File: config.mk
export PLATFORM = sky130hd
export DESIGN_NAME = chgs_datapath
export DESIGN_NICKNAME = d
export VERILOG_FILES = /design/src/chgs_pkg.sv /design/src/chgs_datapath.sv
export SDC_FILE = /design/constraint.sdc
export NUM_CORES = 2
export LEC_CHECK = 0
export BUFFER_PORTS_ARGS = -buffer_cell sky130_fd_sc_hd__buf_2
export CAP_MARGIN = 10
export CORE_ASPECT_RATIO = 1.4
export CORE_UTILIZATION = 40
export CTS_CLUSTER_DIAMETER = 50
export DETAILED_ROUTE_END_ITERATION = 10
export PLACE_DENSITY = 0.53
export SYNTH_ARGS = -nofsm -noshare
export SYNTH_HDL_FRONTEND = slang
export SYNTH_SLANG_ARGS = --single-unit
File: constraint.sdc
create_clock -name clk -period 8.1 [get_ports clk]
set_clock_uncertainty 0.2 [all_clocks]
set_input_delay 1.62 -clock clk [delete_from_list [all_inputs] [get_ports clk]]
set_output_delay 1.62 -clock clk [all_outputs]
set_load 0.1 [all_outputs]
File: src/chgs_pkg.sv
`timescale 1ns / 1ps
`default_nettype none
package chgs_pkg;

  // Width of the coordinate fields on the ports.
  localparam int FIELD_W = 16;

  // Sets below this size bypass the hull and are emitted as loaded.
  localparam int MIN_HULL = 3;

  // Write data source for the point store.
  typedef enum logic [1:0] {
    WSEL_IN,
    WSEL_RD,
    WSEL_PIV,
    WSEL_KEY
  } wsel_t;

  // Geometry of a compare: angle about the pivot, or turn about a stack vertex.
  typedef enum logic {
    MODE_ANGLE,
    MODE_TURN
  } cmp_mode_t;

  typedef struct packed {
    logic      pts_we;
    wsel_t     pts_wsel;
    logic      pts_re;
    logic      stk_we;
    logic      stk_re;
    logic      piv_ld;
    logic      key_ld;
    logic      top_ld_rd;
    logic      top_ld_key;
    logic      cmp_start;
    cmp_mode_t cmp_mode;
    logic      out_ld;
  } cmd_t;

  typedef struct packed {
    logic rd_lower;
    logic cmp_done;
    logic cmp_before;
    logic cmp_turn_le;
  } sts_t;

endpackage
`default_nettype wire

File: src/chgs_datapath.sv
`timescale 1ns / 1ps
`default_nettype none
module chgs_datapath #(
  parameter int MAX_POINTS = 64,
  parameter int COORD_BITS = 16
) (
  input  wire logic                                clk,
  input  wire logic                                rst,
  input  wire chgs_pkg::cmd_t                      cmd,
  input  wire logic [$clog2(MAX_POINTS)-1:0]       pts_waddr,
  input  wire logic [$clog2(MAX_POINTS)-1:0]       pts_raddr,
  input  wire logic [$clog2(MAX_POINTS)-1:0]       stk_waddr,
  input  wire logic [$clog2(MAX_POINTS)-1:0]       stk_raddr,
  input  wire logic [$clog2(MAX_POINTS)-1:0]       stk_wdata,
  output logic      [$clog2(MAX_POINTS)-1:0]       stk_rdata,
  input  wire logic signed [chgs_pkg::FIELD_W-1:0] in_x,
  input  wire logic signed [chgs_pkg::FIELD_W-1:0] in_y,
  output logic signed [chgs_pkg::FIELD_W-1:0]      out_x,
  output logic signed [chgs_pkg::FIELD_W-1:0]      out_y,
  output chgs_pkg::sts_t                           sts
);
  localparam int CW = COORD_BITS;
  localparam int IW = $clog2(MAX_POINTS);
  localparam int DW = CW + 1;
  localparam int PW = 2 * DW;

  logic [2*CW-1:0] pts_mem [MAX_POINTS];
  logic [IW-1:0]   stk_mem [MAX_POINTS];
  logic [2*CW-1:0] pts_rd;
  logic [2*CW-1:0] pts_wdata;
  logic signed [CW-1:0] rd_x, rd_y, piv_x, piv_y, key_x, key_y, top_x, top_y;
  logic signed [CW-1:0] cin_x, cin_y;
  logic signed [CW-1:0] o_x, o_y, u_x, u_y, v_x, v_y;
  logic signed [DW-1:0] dax, day, dbx, dby;
  logic [DW-1:0]        max, may, mbx, mby;
  logic signed [PW-1:0] prod0, prod1;
  logic signed [PW:0]   xprod;
  logic [DW:0]          l1a, l1b;
  logic [2:0]           stage;
  logic                 rd_lower;
  logic                 cmp_done_q, cmp_before_q, cmp_turn_le_q;

  // Coordinates are the low COORD_BITS bits of the field, sign-extended above it on output.
  assign cin_x = CW'($unsigned(in_x));
  assign cin_y = CW'($unsigned(in_y));
  assign rd_x  = pts_rd[CW-1:0];
  assign rd_y  = pts_rd[2*CW-1:CW];

  always_comb begin
    case (cmd.pts_wsel)
      chgs_pkg::WSEL_IN:  pts_wdata = {cin_y, cin_x};
      chgs_pkg::WSEL_RD:  pts_wdata = pts_rd;
      chgs_pkg::WSEL_PIV: pts_wdata = {piv_y, piv_x};
      default:            pts_wdata = {key_y, key_x};
    endcase
  end

  always_ff @(posedge clk) begin
    if (cmd.pts_we) begin
      pts_mem[pts_waddr] <= pts_wdata;
    end
    if (cmd.pts_re) begin
      pts_rd <= pts_mem[pts_raddr];
    end
    if (cmd.stk_we) begin
      stk_mem[stk_waddr] <= stk_wdata;
    end
    if (cmd.stk_re) begin
      stk_rdata <= stk_mem[stk_raddr];
    end
  end

  always_ff @(posedge clk) begin
    if (cmd.piv_ld) begin
      piv_x <= rd_x;
      piv_y <= rd_y;
    end
    if (cmd.key_ld) begin
      key_x <= rd_x;
      key_y <= rd_y;
    end
    if (cmd.top_ld_rd) begin
      top_x <= rd_x;
      top_y <= rd_y;
    end else if (cmd.top_ld_key) begin
      top_x <= key_x;
      top_y <= key_y;
    end
    if (cmd.out_ld) begin
      out_x <= chgs_pkg::FIELD_W'(rd_x);
      out_y <= chgs_pkg::FIELD_W'(rd_y);
    end
  end

  assign rd_lower = (rd_y < piv_y) || ((rd_y == piv_y) && (rd_x < piv_x));

  assign sts = '{rd_lower: rd_lower, cmp_done: cmp_done_q, cmp_before: cmp_before_q,
                 cmp_turn_le: cmp_turn_le_q};

  // Angle: origin pivot, key against the stored neighbor. Turn: origin stack vertex.
  always_comb begin
    if (cmd.cmp_mode == chgs_pkg::MODE_ANGLE) begin
      o_x = piv_x; o_y = piv_y;
      u_x = key_x; u_y = key_y;
      v_x = rd_x;  v_y = rd_y;
    end else begin
      o_x = rd_x;  o_y = rd_y;
      u_x = top_x; u_y = top_y;
      v_x = key_x; v_y = key_y;
    end
  end

  assign max   = dax[DW-1] ? DW'(-dax) : DW'(dax);
  assign may   = day[DW-1] ? DW'(-day) : DW'(day);
  assign mbx   = dbx[DW-1] ? DW'(-dbx) : DW'(dbx);
  assign mby   = dby[DW-1] ? DW'(-dby) : DW'(dby);
  // Parallel vectors: L1 length orders them the same as squared length.
  assign l1a   = (DW+1)'(max) + (DW+1)'(may);
  assign l1b   = (DW+1)'(mbx) + (DW+1)'(mby);
  assign xprod = (PW+1)'(prod0) - (PW+1)'(prod1);

  // Four-step compare: differences, two products on one multiplier, sign.
  always_ff @(posedge clk) begin
    if (rst) begin
      stage      <= '0;
      cmp_done_q <= 1'b0;
    end else begin
      stage      <= {stage[1:0], cmd.cmp_start};
      cmp_done_q <= stage[2];
    end
    if (cmd.cmp_start) begin
      dax <= DW'(u_x) - DW'(o_x);
      day <= DW'(u_y) - DW'(o_y);
      dbx <= DW'(v_x) - DW'(o_x);
      dby <= DW'(v_y) - DW'(o_y);
    end
    if (stage[0]) begin
      prod0 <= dax * dby;
    end
    if (stage[1]) begin
      prod1 <= day * dbx;
    end
    if (stage[2]) begin
      cmp_before_q  <= (!xprod[PW] && (xprod != '0)) || ((xprod == '0) && (l1a < l1b));
      cmp_turn_le_q <= xprod[PW] || (xprod == '0);
    end
  end
endmodule
`default_nettype wire

==> metrics.txt <==
# TYPE chip_impl_metric gauge
chip_impl_metric{name="synth.avg_cell_area",unit="um2"} 17.3
chip_impl_metric{name="coreArea",unit="um2"} 334000
chip_impl_info{name="crit_path_end_kind",value="flop"} 1
chip_impl_metric{name="synth_edf_count",unit=""} 2736
chip_impl_metric{name="post_route_cells_drive_above_1_share",unit=""} 0.210
chip_impl_info{name="most-common-layout-cells",value="edfxtp_1 (2736), mux4_2 (823), inv_1 (751)"} 1
chip_impl_metric{name="mappedNetlistNets",unit=""} 8803
chip_impl_metric{name="final_antenna_net_count",unit=""} 0
chip_impl_metric{name="detailedRoute.firstPassIterationCount",unit=""} 9
chip_impl_metric{name="finalCritPeriodShare",unit=""} 0.921
chip_impl_metric{name="vias_per_cell",unit=""} 5.52
chip_impl_metric{name="postCtsResizedCells",unit=""} 0
chip_impl_metric{name="number_of_cell_rows",unit=""} 251
chip_impl_info{name="final_common_cell",value="edfxtp_1"} 1
chip_impl_metric{name="slew_violations",unit=""} 0
chip_impl_metric{name="effective_utilization_at_floorplan",unit=""} 0.402
chip_impl_metric{name="first_iter_violations",unit=""} 5795
chip_impl_info{name="ctsRootBufferMaster",value="clkbuf_16"} 1
chip_impl_metric{name="finish.net_count",unit=""} 9031
chip_impl_metric{name="async_reset_ff_frac",unit=""} 0
chip_impl_metric{name="cts_made_buffers",unit=""} 302
chip_impl_metric{name="drt_wl_total",unit="mm"} 367
chip_impl_metric{name="synth-seq-cells",unit=""} 2740
chip_impl_metric{name="setup-violations-final",unit=""} 0
chip_impl_info{name="hold_class",value="flop to flop"} 1
chip_impl_metric{name="sequential_share_of_the_synthesized_area",unit=""} 0.612
chip_impl_metric{name="grt_start_max_net_pins",unit=""} 106
chip_impl_info{name="yosys_most_used_dff",value="edfxtp_1"} 1
chip_impl_metric{name="die_area",unit="um2"} 338000
chip_impl_metric{name="antenna_found_initial",unit=""} 33
chip_impl_metric{name="crit_required",unit="ns"} 8.48
chip_impl_metric{name="worstSkewPairLatency",unit="ns"} 0.89
chip_impl_metric{name="grt_pass1_wl",unit="mm"} 530
chip_impl_metric{name="worst-slew-pin-transition",unit="ns"} 1.27
chip_impl_metric{name="max_freq",unit="GHz"} 0.134
chip_impl_metric{name="worst_setup_hold_path_clk_slew",unit="ns"} 0.06
chip_impl_metric{name="post-route-min-period",unit="ns"} 7.46
chip_impl_metric{name="cts_post_setup_buffers_inserted",unit=""} 0
chip_impl_metric{name="timing.max_cap.violations",unit=""} 0
chip_impl_info{name="element_type_at_the_critical_path_start",value="flop"} 1
chip_impl_info{name="clock_tree_from_tritoncts",value="built"} 1
chip_impl_metric{name="place.gp.congestion",unit=""} 0.865
chip_impl_metric{name="cts_max_level",unit=""} 5
chip_impl_metric{name="setup-tns-final",unit="ns"} 0
chip_impl_metric{name="drc_errors",unit=""} 32
chip_impl_metric{name="synthDistinctLibCells",unit=""} 74
chip_impl_info{name="grt_setup_unrepaired",value="false"} 1
chip_impl_metric{name="buffer_ports.inserted",unit=""} 118
chip_impl_metric{name="clkSinkCount",unit=""} 2740
chip_impl_metric{name="slew_headroom",unit=""} 0.150
chip_impl_metric{name="grt_pass1_vias",unit=""} 74627
chip_impl_metric{name="post_synth_instance_area",unit="um2"} 134000
chip_impl_metric{name="num_vias",unit=""} 69928
chip_impl_metric{name="grt_use_total",unit=""} 0.217
chip_impl_info{name="timing_worst_setup_path_type",value="flop to flop"} 1
chip_impl_metric{name="io_pins",unit=""} 119
chip_impl_metric{name="crit_path_max_fanout",unit=""} 5
chip_impl_metric{name="postCtsHoldBufs",unit=""} 0
chip_impl_metric{name="die_width",unit="um"} 492
chip_impl_metric{name="ys_warn_count",unit=""} 0
chip_impl_metric{name="gr-total-overflow",unit=""} 0
chip_impl_metric{name="finalHoldViolations",unit=""} 0
chip_impl_metric{name="die_h",unit="um"} 688
chip_impl_metric{name="syn_to_final_growth",unit="%"} 12.3
chip_impl_metric{name="syn_inst",unit=""} 7773
chip_impl_info{name="failed_checks",value="design-rule violations"} 1
chip_impl_metric{name="route.detailed.wl_per_inst",unit="um"} 29.0
chip_impl_metric{name="fillers",unit=""} 28951
chip_impl_info{name="status",value="complete, but fails checks"} 1
chip_impl_metric{name="maximum_root_to_sink_buffer_count",unit=""} 4
chip_impl_metric{name="hpwlAfterDp",unit="mm"} 238
chip_impl_metric{name="endpoint_arrival_time_on_the_critical_path",unit="ns"} 7.85
cells by family after synthesis:
group,Yosys count,synth area share
simple gates,1306,0.0473
xor+xnor,195,0.0127
buf+inv,1108,0.0312
flops,2740,0.612
compound gates,504,0.0248
fa+ha+maj,953,0.122
mux,967,0.150
through the flow:
| step | worst slack [ns] | util | instances | hold WS (ns) | area (um2) |
|---|---|---|---|---|---|
| after floorplan | 0.967 | - | 7773 | 0.257 | 134000 |
| after CTS | 0.635 | 0.451 | 12650 | 0.293 | 151000 |
| after global placement | 0.654 | 0.422 | 12121 | 0.261 | 141000 |
| final | 0.638 | 0.451 | 12660 | 0.292 | 151000 |
| after detailed placement | 0.672 | 0.422 | 12122 | 0.285 | 141000 |
| after global routing | 0.342 | 0.451 | 12653 | 0.303 | 151000 |
per-layer routing:
layer  up-vias  track usage  part of all wire
met5         -            0           0.00019
met4        10       0.0581             0.027
met3       483       0.0279             0.047
met2      1930        0.395              0.53
met1     37663        0.271              0.39
li1      29842            -                 -
path summary, 6_finish.rpt:
path	slack (ns)	cells past startpoint	from	end
setup reg to reg	0.64	24	dbx[5]	prod1[33]
setup / recovery	0.64	24	dbx[5]	prod1[33]
hold / removal	0.29	0	stage[2]	cmp_turn_le_q
hold reg to reg	0.29	0	stage[2]	cmp_turn_le_q
synthesized netlist by cell type, types with 20 or more instances:
library cell  number  area (um2)
edfxtp_1        2736       82200
mux4_2           823       18500
inv_1            751        2820
fa_1             599       12000
nand2_1          388        1460
ha_1             354        4430
nor2_1           308        1160
and2_1           285        1780
clkbuf_1         263         987
xnor2_1          164        1440
o21ai_0          117         586
a21oi_1          106         531
mux2_2            98        1100
buf_1             85         319
a21o_1            64         480
nor3_1            59         295
nand3_1           58         290
mux2i_1           45         450
nor2b_1           43         269
nand2b_1          40         250
or3_1             38         238
xor2_1            31         272
o31ai_1           30         225
o21a_1            29         218
a211oi_1          25         188
and3_1            20         125
registers in the layout, indices dropped and copies added, names as in the netlist:
signal and cells:
piv_y 16, day 17, dbx 17, out_y 16, cmp_done_q 1, dax 17
prod0 34, stk_rdata 6, key_x 16, pts_mem 2048, stage 3, prod1 34
top_x 16, key_y 16, pts_rd 32, piv_x 16, out_x 16, dby 17
top_y 16, cmp_turn_le_q 1, stk_mem 384, cmp_before_q 1
critical path, cell delays in order, from the launching register on:
cell and delay [ns]:
edfxtp_1 0.38, and2_1 0.19, fa_1 0.55, inv_1 0.07, fa_1 0.50, inv_1 0.06, fa_1 0.51, inv_1 0.06
fa_1 0.53, inv_1 0.05, fa_1 0.48, inv_1 0.05, fa_1 0.47, inv_1 0.04, ha_1 0.34, a21o_1 0.18
a21o_1 0.20, a211oi_1 0.30, o21ai_0 0.24, o211ai_1 0.33, a31oi_1 0.29, a21o_1 0.25, or4b_2 0.61, a31oi_1 0.21
xnor2_1 0.08
final cells by class:
cell class / instances / area, um2 / area share
inverters: 751 / 2820 / 0.0187
clock buffers: 356 / 7930 / 0.0526
flip-flops and latches: 2740 / 82200 / 0.545
repair buffers: 281 / 2070 / 0.0137
diodes: 8 / 20.0 / 0.000133
multi-input cells: 3925 / 48400 / 0.321
well taps: 4427 / 5540 / 0.0367
clock inverters: 172 / 1820 / 0.0121
Power is not shown: default switching activity piles up to over one toggle a cycle in this logic, so the estimate is an artifact.
