[config.mk]
export PLATFORM = sky130hd
export DESIGN_NAME = chgs_ctrl
export DESIGN_NICKNAME = d
export VERILOG_FILES = /design/src/chgs_pkg.sv /design/src/chgs_ctrl.sv
export SDC_FILE = /design/constraint.sdc
export NUM_CORES = 1
export LEC_CHECK = 0
export BUFFER_PORTS_ARGS = -buffer_cell sky130_fd_sc_hd__buf_4
export CAP_MARGIN = 15
export CORE_UTILIZATION = 55
export DETAILED_ROUTE_END_ITERATION = 8
export HOLD_SLACK_MARGIN = 0.05
export PLACE_DENSITY = 0.77
export SYNTH_ARGS = -nofsm -noshare
export SYNTH_HDL_FRONTEND = slang
export SYNTH_SLANG_ARGS = --single-unit
[constraint.sdc]
create_clock -name clk -period 4.05 [get_ports clk]
set_input_delay 0.81 -clock clk [delete_from_list [all_inputs] [get_ports clk]]
set_output_delay 0.81 -clock clk [all_outputs]
set_load 0.05 [all_outputs]
[src/chgs_pkg.sv]
`timescale 1ns / 1ps
`default_nettype none
package chgs_pkg;

  // Width of the coordinate fields on the ports.
  localparam int FIELD_W = 16;

  // Sets below this size bypass the hull and are emitted as loaded.
  localparam int MIN_HULL = 3;

  // Write data source for the point store.
  typedef enum logic [1:0] {
    WSEL_IN,
    WSEL_RD,
    WSEL_PIV,
    WSEL_KEY
  } wsel_t;

  // Geometry of a compare: angle about the pivot, or turn about a stack vertex.
  typedef enum logic {
    MODE_ANGLE,
    MODE_TURN
  } cmp_mode_t;

  typedef struct packed {
    logic      pts_we;
    wsel_t     pts_wsel;
    logic      pts_re;
    logic      stk_we;
    logic      stk_re;
    logic      piv_ld;
    logic      key_ld;
    logic      top_ld_rd;
    logic      top_ld_key;
    logic      cmp_start;
    cmp_mode_t cmp_mode;
    logic      out_ld;
  } cmd_t;

  typedef struct packed {
    logic rd_lower;
    logic cmp_done;
    logic cmp_before;
    logic cmp_turn_le;
  } sts_t;

endpackage
`default_nettype wire

[src/chgs_ctrl.sv]
`timescale 1ns / 1ps
`default_nettype none
module chgs_ctrl #(
  parameter int MAX_POINTS = 64
) (
  input  wire logic                          clk,
  input  wire logic                          rst,
  input  wire logic                          in_valid,
  input  wire logic                          in_final,
  output logic                               in_ready,
  output logic                               out_valid,
  input  wire logic                          out_ready,
  output logic                               out_final,
  output logic                               out_ovf,
  output chgs_pkg::cmd_t                     cmd,
  input  wire chgs_pkg::sts_t                sts,
  output logic [$clog2(MAX_POINTS)-1:0]      pts_waddr,
  output logic [$clog2(MAX_POINTS)-1:0]      pts_raddr,
  output logic [$clog2(MAX_POINTS)-1:0]      stk_waddr,
  output logic [$clog2(MAX_POINTS)-1:0]      stk_raddr,
  output logic [$clog2(MAX_POINTS)-1:0]      stk_wdata,
  input  wire logic [$clog2(MAX_POINTS)-1:0] stk_rdata
);
  localparam int IW = $clog2(MAX_POINTS);
  localparam int NW = $clog2(MAX_POINTS + 1);

  typedef enum logic [4:0] {
    LOAD, START, PV_RD0, PV_LD0, PV_RD, PV_CMP, SW_RD, SW_WR, SW_WR2,
    SO_RDK, SO_LDK, SO_RDJ, SO_CMP, SO_WAIT, SO_PUT,
    SC_INIT, SC_INIT2, SC_RDI, SC_LDI, SC_CHK, SC_RDA, SC_CMP, SC_WAIT,
    SC_PUSH, SC_PUSH2, EM_RDS, EM_RDP, EM_LD, EM_WAIT
  } state_t;

  state_t        state;
  logic [NW-1:0] cnt, i, j, d, k;
  logic [IW-1:0] pidx, topidx;
  logic          drop, short_set;
  logic [NW-1:0] total;

  assign in_ready = (state == LOAD);
  assign total    = short_set ? cnt : d;

  always_comb begin
    cmd       = '0;
    pts_waddr = cnt[IW-1:0];
    pts_raddr = i[IW-1:0];
    stk_waddr = d[IW-1:0];
    stk_raddr = IW'(d - 1'b1);
    stk_wdata = topidx;
    unique case (state)
      LOAD: begin
        cmd.pts_we   = in_valid && (cnt < NW'(MAX_POINTS));
        cmd.pts_wsel = chgs_pkg::WSEL_IN;
      end
      PV_RD0: begin
        cmd.pts_re = 1'b1;
        pts_raddr  = '0;
      end
      PV_LD0: cmd.piv_ld = 1'b1;
      PV_RD:  cmd.pts_re = 1'b1;
      PV_CMP: cmd.piv_ld = sts.rd_lower;
      SW_RD: begin
        cmd.pts_re = 1'b1;
        pts_raddr  = '0;
      end
      SW_WR: begin
        cmd.pts_we   = 1'b1;
        cmd.pts_wsel = chgs_pkg::WSEL_RD;
        pts_waddr    = pidx;
      end
      SW_WR2: begin
        cmd.pts_we   = 1'b1;
        cmd.pts_wsel = chgs_pkg::WSEL_PIV;
        pts_waddr    = '0;
      end
      SO_RDK: cmd.pts_re = 1'b1;
      SO_LDK: cmd.key_ld = 1'b1;
      SO_RDJ: begin
        cmd.pts_re = 1'b1;
        pts_raddr  = IW'(j - 1'b1);
      end
      SO_CMP: begin
        cmd.cmp_start = 1'b1;
        cmd.cmp_mode  = chgs_pkg::MODE_ANGLE;
      end
      SO_WAIT: begin
        cmd.cmp_mode = chgs_pkg::MODE_ANGLE;
        cmd.pts_we   = sts.cmp_done && sts.cmp_before;
        cmd.pts_wsel = chgs_pkg::WSEL_RD;
        pts_waddr    = j[IW-1:0];
      end
      SO_PUT: begin
        cmd.pts_we   = 1'b1;
        cmd.pts_wsel = chgs_pkg::WSEL_KEY;
        pts_waddr    = j[IW-1:0];
      end
      SC_INIT: begin
        cmd.stk_we = 1'b1;
        stk_waddr  = '0;
        stk_wdata  = '0;
        cmd.pts_re = 1'b1;
        pts_raddr  = IW'(1);
      end
      SC_INIT2: cmd.top_ld_rd = 1'b1;
      SC_RDI:   cmd.pts_re = 1'b1;
      SC_LDI:   cmd.key_ld = 1'b1;
      SC_CHK:   cmd.stk_re = (d != '0);
      SC_RDA: begin
        cmd.pts_re = 1'b1;
        pts_raddr  = stk_rdata;
      end
      SC_CMP: begin
        cmd.cmp_start = 1'b1;
        cmd.cmp_mode  = chgs_pkg::MODE_TURN;
      end
      SC_WAIT: begin
        cmd.cmp_mode  = chgs_pkg::MODE_TURN;
        cmd.top_ld_rd = sts.cmp_done && sts.cmp_turn_le;
      end
      SC_PUSH: cmd.stk_we = 1'b1;
      SC_PUSH2: begin
        cmd.stk_we     = 1'b1;
        stk_wdata      = i[IW-1:0];
        cmd.top_ld_key = (i + 1'b1 != cnt);
      end
      EM_RDS: begin
        cmd.stk_re = 1'b1;
        stk_raddr  = k[IW-1:0];
      end
      EM_RDP: begin
        cmd.pts_re = 1'b1;
        pts_raddr  = short_set ? k[IW-1:0] : stk_rdata;
      end
      EM_LD: cmd.out_ld = 1'b1;
      default: ;
    endcase
  end

  always_ff @(posedge clk) begin
    if (rst) begin
      state     <= LOAD;
      cnt       <= '0;
      drop      <= 1'b0;
      out_valid <= 1'b0;
      d         <= '0;
    end else begin
      unique case (state)
        LOAD: begin
          if (in_valid) begin
            if (cnt < NW'(MAX_POINTS)) begin
              cnt <= cnt + 1'b1;
            end else begin
              drop <= 1'b1;
            end
            if (in_final) begin
              state <= START;
            end
          end
        end
        START: begin
          short_set <= (cnt < NW'(chgs_pkg::MIN_HULL));
          k         <= '0;
          state     <= (cnt < NW'(chgs_pkg::MIN_HULL)) ? EM_RDP : PV_RD0;
        end
        PV_RD0: state <= PV_LD0;
        PV_LD0: begin
          pidx  <= '0;
          i     <= NW'(1);
          state <= PV_RD;
        end
        PV_RD: state <= PV_CMP;
        PV_CMP: begin
          if (sts.rd_lower) begin
            pidx <= i[IW-1:0];
          end
          if (i + 1'b1 == cnt) begin
            state <= SW_RD;
          end else begin
            i     <= i + 1'b1;
            state <= PV_RD;
          end
        end
        SW_RD: state <= SW_WR;
        SW_WR: state <= SW_WR2;
        SW_WR2: begin
          i     <= NW'(2);
          state <= SO_RDK;
        end
        SO_RDK: state <= SO_LDK;
        SO_LDK: begin
          j     <= i;
          state <= SO_RDJ;
        end
        SO_RDJ: state <= (j > NW'(1)) ? SO_CMP : SO_PUT;
        SO_CMP: state <= SO_WAIT;
        SO_WAIT: begin
          if (sts.cmp_done) begin
            if (sts.cmp_before) begin
              j     <= j - 1'b1;
              state <= SO_RDJ;
            end else begin
              state <= SO_PUT;
            end
          end
        end
        SO_PUT: begin
          if (i + 1'b1 == cnt) begin
            state <= SC_INIT;
          end else begin
            i     <= i + 1'b1;
            state <= SO_RDK;
          end
        end
        SC_INIT: begin
          d      <= NW'(1);
          topidx <= IW'(1);
          i      <= NW'(2);
          state  <= SC_INIT2;
        end
        SC_INIT2: state <= SC_RDI;
        SC_RDI:   state <= SC_LDI;
        SC_LDI:   state <= SC_CHK;
        SC_CHK:   state <= (d != '0) ? SC_RDA : SC_PUSH;
        SC_RDA:   state <= SC_CMP;
        SC_CMP:   state <= SC_WAIT;
        SC_WAIT: begin
          if (sts.cmp_done) begin
            if (sts.cmp_turn_le) begin
              // pop: the vertex under the top becomes the new top
              topidx <= stk_rdata;
              d      <= d - 1'b1;
              state  <= SC_CHK;
            end else begin
              state <= SC_PUSH;
            end
          end
        end
        SC_PUSH: begin
          d     <= d + 1'b1;
          state <= SC_PUSH2;
        end
        SC_PUSH2: begin
          if (i + 1'b1 == cnt) begin
            d     <= d + 1'b1;
            k     <= '0;
            state <= EM_RDS;
          end else begin
            // push point i then pop it again: it is simply the new top
            topidx <= i[IW-1:0];
            i      <= i + 1'b1;
            state  <= SC_RDI;
          end
        end
        EM_RDS: state <= EM_RDP;
        EM_RDP: state <= EM_LD;
        EM_LD: begin
          out_valid <= 1'b1;
          out_final <= (k + 1'b1 == total);
          out_ovf   <= drop;
          state     <= EM_WAIT;
        end
        EM_WAIT: begin
          if (out_ready) begin
            out_valid <= 1'b0;
            if (out_final) begin
              cnt   <= '0;
              drop  <= 1'b0;
              d     <= '0;
              state <= LOAD;
            end else begin
              k     <= k + 1'b1;
              state <= short_set ? EM_RDP : EM_RDS;
            end
          end
        end
        default: state <= LOAD;
      endcase
    end
  end
endmodule
`default_nettype wire

==> results.ini, run 1 <==
[outcome]
outcome = complete, no violations

[cts]
cts_resized = 0
cts_tree = built
cts-hold-fix-buffers = 0
clock_path_buffers = 2
clk_latency_ns = 0.35
post_cts_buffers = 0
clock_sink_count = 57
path_clk_slew_ns = 0.07
cts_max_level = 3
numCtsBuffers = 9
clock_tree.root_cell = clkbuf_8

[power_and_ir_drop]
p_comb_share_pct = 49.0
vdd_drop_max_v = 0.000410
p_int_uw = 1440
switching_share_pct = 46.9
power_frac_seq_pct = 30.8
p_total_uw = 2720
p_leak_uw = 0.00196
power.share.clock_pct = 20.2
power_switching_uw = 1280
power.density_nw_per_um2 = 534

[cells_and_area]
drive_above_1_share_pct = 19.2
seq_area_um2 = 1500
final_common_cell = buf_4
antenna_cells = 0
stdcell_count = 680
fillers = 682
most-common-layout-cells = buf_4, nor2_1, a21oi_1
syn_to_final_growth_pct = 16.2
fin_util_pct = 65.9
multiInputGateArea_um2 = 2640
nNetsFinal = 595

[floorplanning]
rows = 32
dieHeight_um = 91.3
start_util_pct = 56.7
io_pins = 62
coreArea_um2 = 7730
die-area_um2 = 8330
die_w_um = 91.3

[setup_path]
arrival_ns = 2.76
crit_chain = ha_1 -> and3_4 -> xnor3_1 -> or4_4 -> o31ai_4 -> inv_2 -> buf_4
end_kind = output pin
worstSetupStartpointType = flip-flop
critPathMaxStageDelay_ns = 0.58
r2r_start = i[0]$_DFFE_PP_
r2r_cells = 7
crit_fanout = 11
cp_slowest_cell = edfxtp_1
rrSetupSlack_ns = 0.89
crit_type = reg -> out
reg2reg_to = i[1]$_DFFE_PP_
required_ns = 3.24

[timing]
hold_violations = 0
slew_headroom_pct = 34.4
slew_viol_final = 0
rsz0062_at_grt = no
clock_skew_ns = 0.0185
setup_viol = 0
setup_tns_ns = 0
timing.final.crit_period_ns = 3.57
timing.fmax_ghz = 0.280
post-route-period-util_pct = 88.1
worst_slew_pin_slew_ns = 0.976

[worst_hold_path]
hold_class = reg -> reg
hold_path_end = out_valid$_SDFFE_PP0P_
worstHoldPathCells = 2
hp-start = out_valid$_SDFFE_PP0P_

[global_route]
grt_pass1_vias = 4189
grt_overflow = 0
grt_max_degree = 23
grt_usage_pct = 33.8
antenna_found_initial = 0
grt_pass1_wl_mm = 21.9

[detailed_routing]
routed_wl_mm = 13.6
vias_per_cell = 6.44
wl_per_cell_um = 20.0
vias = 4381
ant_nets = 0
drc_errors = 0
drt-initial-drc-count = 419
first_pass_iters = 6

[synth]
synthFlopType = edfxtp_1
yosysTopAreaCell = edfxtp_1
syn_nets = 549
synth.avg_cell_area_um2 = 8.32
ys_seq_elements = 57
syn-cell-area_um2 = 4380
synth_cell_type_count = 67
async_flop_share_pct = 0
syn_inst = 527
yosysWarningCount = 0
synth_top_area_share_pct = 24.7
synth.area.top_cells = edfxtp_1, dfxtp_1, nor2_1, xnor2_1, a21oi_1
synth-edff-count = 36
ys_seq_area_share_pct = 34.2

[placement]
dp_hpwl_mm = 9.96
numPortBuffers = 61
globalplace.congestion = 0.974
dp.cells = 664

[run]
cap_violations = 0

## flip-flops by register name, indices dropped and copies added (netlist names)
signal,cells
cnt,7
d,7
i,7
j,7
k,7
pidx,6
topidx,6
state,5
drop,1
out_final,1
out_ovf,1
out_valid,1
short_set,1
## per-stage QoR
step | worst slack [ns] | hold WS, ns | cell area [um^2]
floorplan | 0.134 | 0.409 | 4380
global placement | 0.938 | 0.420 | 4900
detailed placement | 0.889 | 0.423 | 4900
CTS | 0.498 | 0.461 | 5100
global route | 0.375 | 0.477 | 5100
finish | 0.483 | 0.471 | 5100
## worst max path at each step
stage	from	endpoint	slack (ns)	cells after the start
2_1_floorplan	state[3]$_SDFFE_PP0P_	cmd[12]	0.13	6
3_3_place_gp	i[0]$_DFFE_PP_	cmd[3]	0.94	7
5_1_grt	i[0]$_DFFE_PP_	cmd[3]	0.37	7
6_report	i[0]$_DFFE_PP_	cmd[3]	0.48	7
3_5_place_dp	i[0]$_DFFE_PP_	cmd[3]	0.89	7
4_1_cts	i[0]$_DFFE_PP_	cmd[3]	0.50	7
## synth_stat cells (all sizes together) (5+ instances only)
master and instances:
nor2 62, a21oi 42, nand2 39, edfxtp 36
o21ai 32, clkbuf 27, xnor2 25, dfxtp 21
inv 19, xor2 16, nand3 15, buf 13
a22o 12, a22oi 12, nor3 12, and2 11
and3 9, nand2b 9, nor2b 9, mux2i 8
nor4 8, ha 7, mux2 7, a211oi 6
nand4 6, o31ai 5
## worst max-delay path, delay by kind of cell (launching register included)
family / cells / cell delay (ns)
buf+inv: 2 / 0.27
simple gates: 2 / 0.78
compound gates: 1 / 0.29
flops: 1 / 0.58
xor+xnor: 1 / 0.20
fa+ha+maj: 1 / 0.29
## per-layer routing
metal / track usage, % / part of all wire, %
met1: 46.3 / 42
met2: 53.3 / 47
met3: 5.19 / 7.9
met4: 13.8 / 2.9
met5: 0 / 0
## cell type report
type	count	share of cell area, %
clock buffers	10	2.70
flip-flops and latches	57	29.5
well taps	102	2.50
repair buffers	75	11.0
multi-input cells	411	51.8
inverters	19	1.40
clock inverters	6	1.13
## power by group through the flow
stage,sequential [uW],combinational (uW),clock [uW]
finish,839,1330,549
global route,847,1420,574
CTS,833,1310,546
detailed placement,845,1300,0
global placement,841,1290,0
floorplan,734,1040,0
## kinds of logic after synthesis
logic type | synth area share, %
adder cells (fa/ha/maj) | 2.00
AND/OR/NAND/NOR | 22.6
AO/OA/AOI/OAI | 23.2
multiplexers | 3.62
XOR/XNOR | 8.70
buffers and inverters | 5.59
flip-flops | 34.2
Power figures use the tool's default switching activity.
==> run 2: changes to the inputs <==
--- a/config.mk
+++ b/config.mk
@@ -7,6 +7,7 @@
 export LEC_CHECK = 0
 export BUFFER_PORTS_ARGS = -buffer_cell sky130_fd_sc_hd__buf_4
 export CAP_MARGIN = 15
+export CORE_ASPECT_RATIO = 1.1
 export CORE_UTILIZATION = 55
 export DETAILED_ROUTE_END_ITERATION = 8
 export HOLD_SLACK_MARGIN = 0.05
==> run 2 against run 1 <==
Against the previous run:
- critical path depth did not move
- worst setup slack worse by 0.20 ns
- register-to-register slack about the same
- flip-flop and latch count stayed put
- cell area is 0.15% lower
- sequential power increased by 2%
- core utilization is 1.0 points higher
- die area about the same
- total power decreased by 0.83%
- first-iteration DRC count down 20%
- highest routed layer unchanged
==> results.ini, run 2 (synthesis results as in run 1) <==
[outcome]
outcome = complete, no violations

[timing]
slew_viol_final = 0
timing.final.crit_period_ns = 3.76
worst_slew_pin_slew_ns = 1.02
timing.fmax_ghz = 0.266
setup_tns_ns = 0
slew_headroom_pct = 31.3
clock_skew_ns = 0.00766
setup_viol = 0
post-route-period-util_pct = 92.9
hold_violations = 0
fin_ws_ns = 0.287
rsz0062_at_grt = no

[floorplanning]
coreArea_um2 = 7600
die-area_um2 = 8330
dieHeight_um = 95.6
rows = 33
die_w_um = 87.1
start_util_pct = 57.7
io_pins = 62

[detailed_routing]
route.met3.wl_mm = 1.15
vias = 4423
routed_wl_mm = 13.4
wl_met2_mm = 6.26
wl_met1_mm = 5.38
top_layer_used = met4
drc_errors = 0
vias_per_cell = 6.49
wl_per_cell_um = 19.7
drt-initial-drc-count = 336
ant_nets = 0
first_pass_iters = 5

[cts]
cts_tree = built
path_clk_slew_ns = 0.08
numCtsBuffers = 9
cts-hold-fix-buffers = 0
post_cts_buffers = 0
clk_latency_ns = 0.34
cts_resized = 0
cts_max_level = 3
clock_path_buffers = 2
clock_tree.root_cell = clkbuf_8
clock_sink_count = 57

[setup_path]
worstSetupStartpointType = flip-flop
crit_fanout = 11
end_kind = output pin
arrival_ns = 2.95
critPathMaxStageDelay_ns = 0.58
crit_type = reg -> out
required_ns = 3.24
crit_chain = ha_1 -> and3_4 -> xnor3_1 -> or4_4 -> o31ai_4 -> inv_2 -> buf_4
r2r_start = i[0]$_DFFE_PP_
cp_slowest_cell = edfxtp_1
crit_path_start = i[0]$_DFFE_PP_

[placement]
dp_hpwl_mm = 10.0
place_area_um2 = 4890
dp.cells = 665
pre_cts_ws_ns = 0.697
numPortBuffers = 61
globalplace.congestion = 0.947

[cells_and_area]
syn_to_final_growth_pct = 16.1
final_common_cell = buf_4
multiInputGateArea_um2 = 2640
stdcell_count = 681
fillers = 687
antenna_cells = 0
nNetsFinal = 593
finalInstanceArea_um2 = 5090
drive_above_1_share_pct = 19.1
seq_area_um2 = 1500
most-common-layout-cells = buf_4, nor2_1, a21oi_1

[global_route]
grt_pass1_vias = 4119
grt_usage_pct = 33.6
antenna_found_initial = 0
grt_overflow = 0
grt_pass1_wl_mm = 20.9
grt_max_degree = 23

[power_and_ir_drop]
power.density_nw_per_um2 = 530
vdd_drop_max_v = 0.000511
p_leak_uw = 0.00194

[worst_hold_path]
hp-start = drop$_SDFFE_PP0P_
hold_class = reg -> reg

[run]
cap_violations = 0

==> run 2: cell types whose count changed in the layout (fill, tap and decap cells not counted) <==
cell,change
buf_4,-2
bufinv_16,-1
clkbuf_16,+1
clkinv_1,-1
clkinv_2,-2
clkinv_4,-1
clkinvlp_4,+3
inv_6,+1
==> run 2: path summary, 6_finish.rpt <==
path,endpoint,slack [ns],depth (start not counted)
setup reg to reg,k[4]$_SDFFCE_PP0P_,0.88,8
setup / recovery,cmd[3],0.29,7
hold / removal,out_ovf$_DFFE_PP_,0.45,0
hold reg to reg,out_ovf$_DFFE_PP_,0.45,0
==> run 2: critical path, delay by kind of cell, from the launching register on <==
| kind | cells | cell delay, ns |
|---|---|---|
| AND/OR/NAND/NOR | 2 | 0.76 |
| XOR/XNOR | 1 | 0.22 |
| flip-flops | 1 | 0.58 |
| AO/OA/AOI/OAI | 1 | 0.51 |
| adder cells (fa/ha/maj) | 1 | 0.27 |
| buffers and inverters | 2 | 0.26 |
==> run 2: through the flow <==
stage	utilization, %	hold WS [ns]	power (uW)
floorplan	-	0.409	1770
global placement	64.4	0.417	2130
detailed placement	64.4	0.425	2150
CTS	67.0	0.442	2670
global route	67.0	0.456	2830
finish	67.0	0.448	2700
==> run 2: power breakdown <==
part / internal (uW) / total [uW] / switching, uW / leakage (uW)
logic: 452 / 1310 / 860 / 0.00134
clock network: 277 / 533 / 256 / 0.0000931
registers: 690 / 853 / 163 / 0.000511
==> run 2: metal layers <==
layer,global-route usage (%),vias up
li1,-,2026
met1,42.4,2055
met2,54.9,281
met3,5.28,61
met4,18.9,0
met5,0,-
==> run 2: area by class of cell <==
type / count / share of cell area, %
Inverter: 19 / 1.40
Sequential cell: 57 / 29.5
Timing Repair Buffer: 73 / 10.8
Clock inverter: 5 / 0.713
Multi-Input combinational cell: 411 / 51.8
Tap cell: 105 / 2.58
Clock buffer: 11 / 3.20
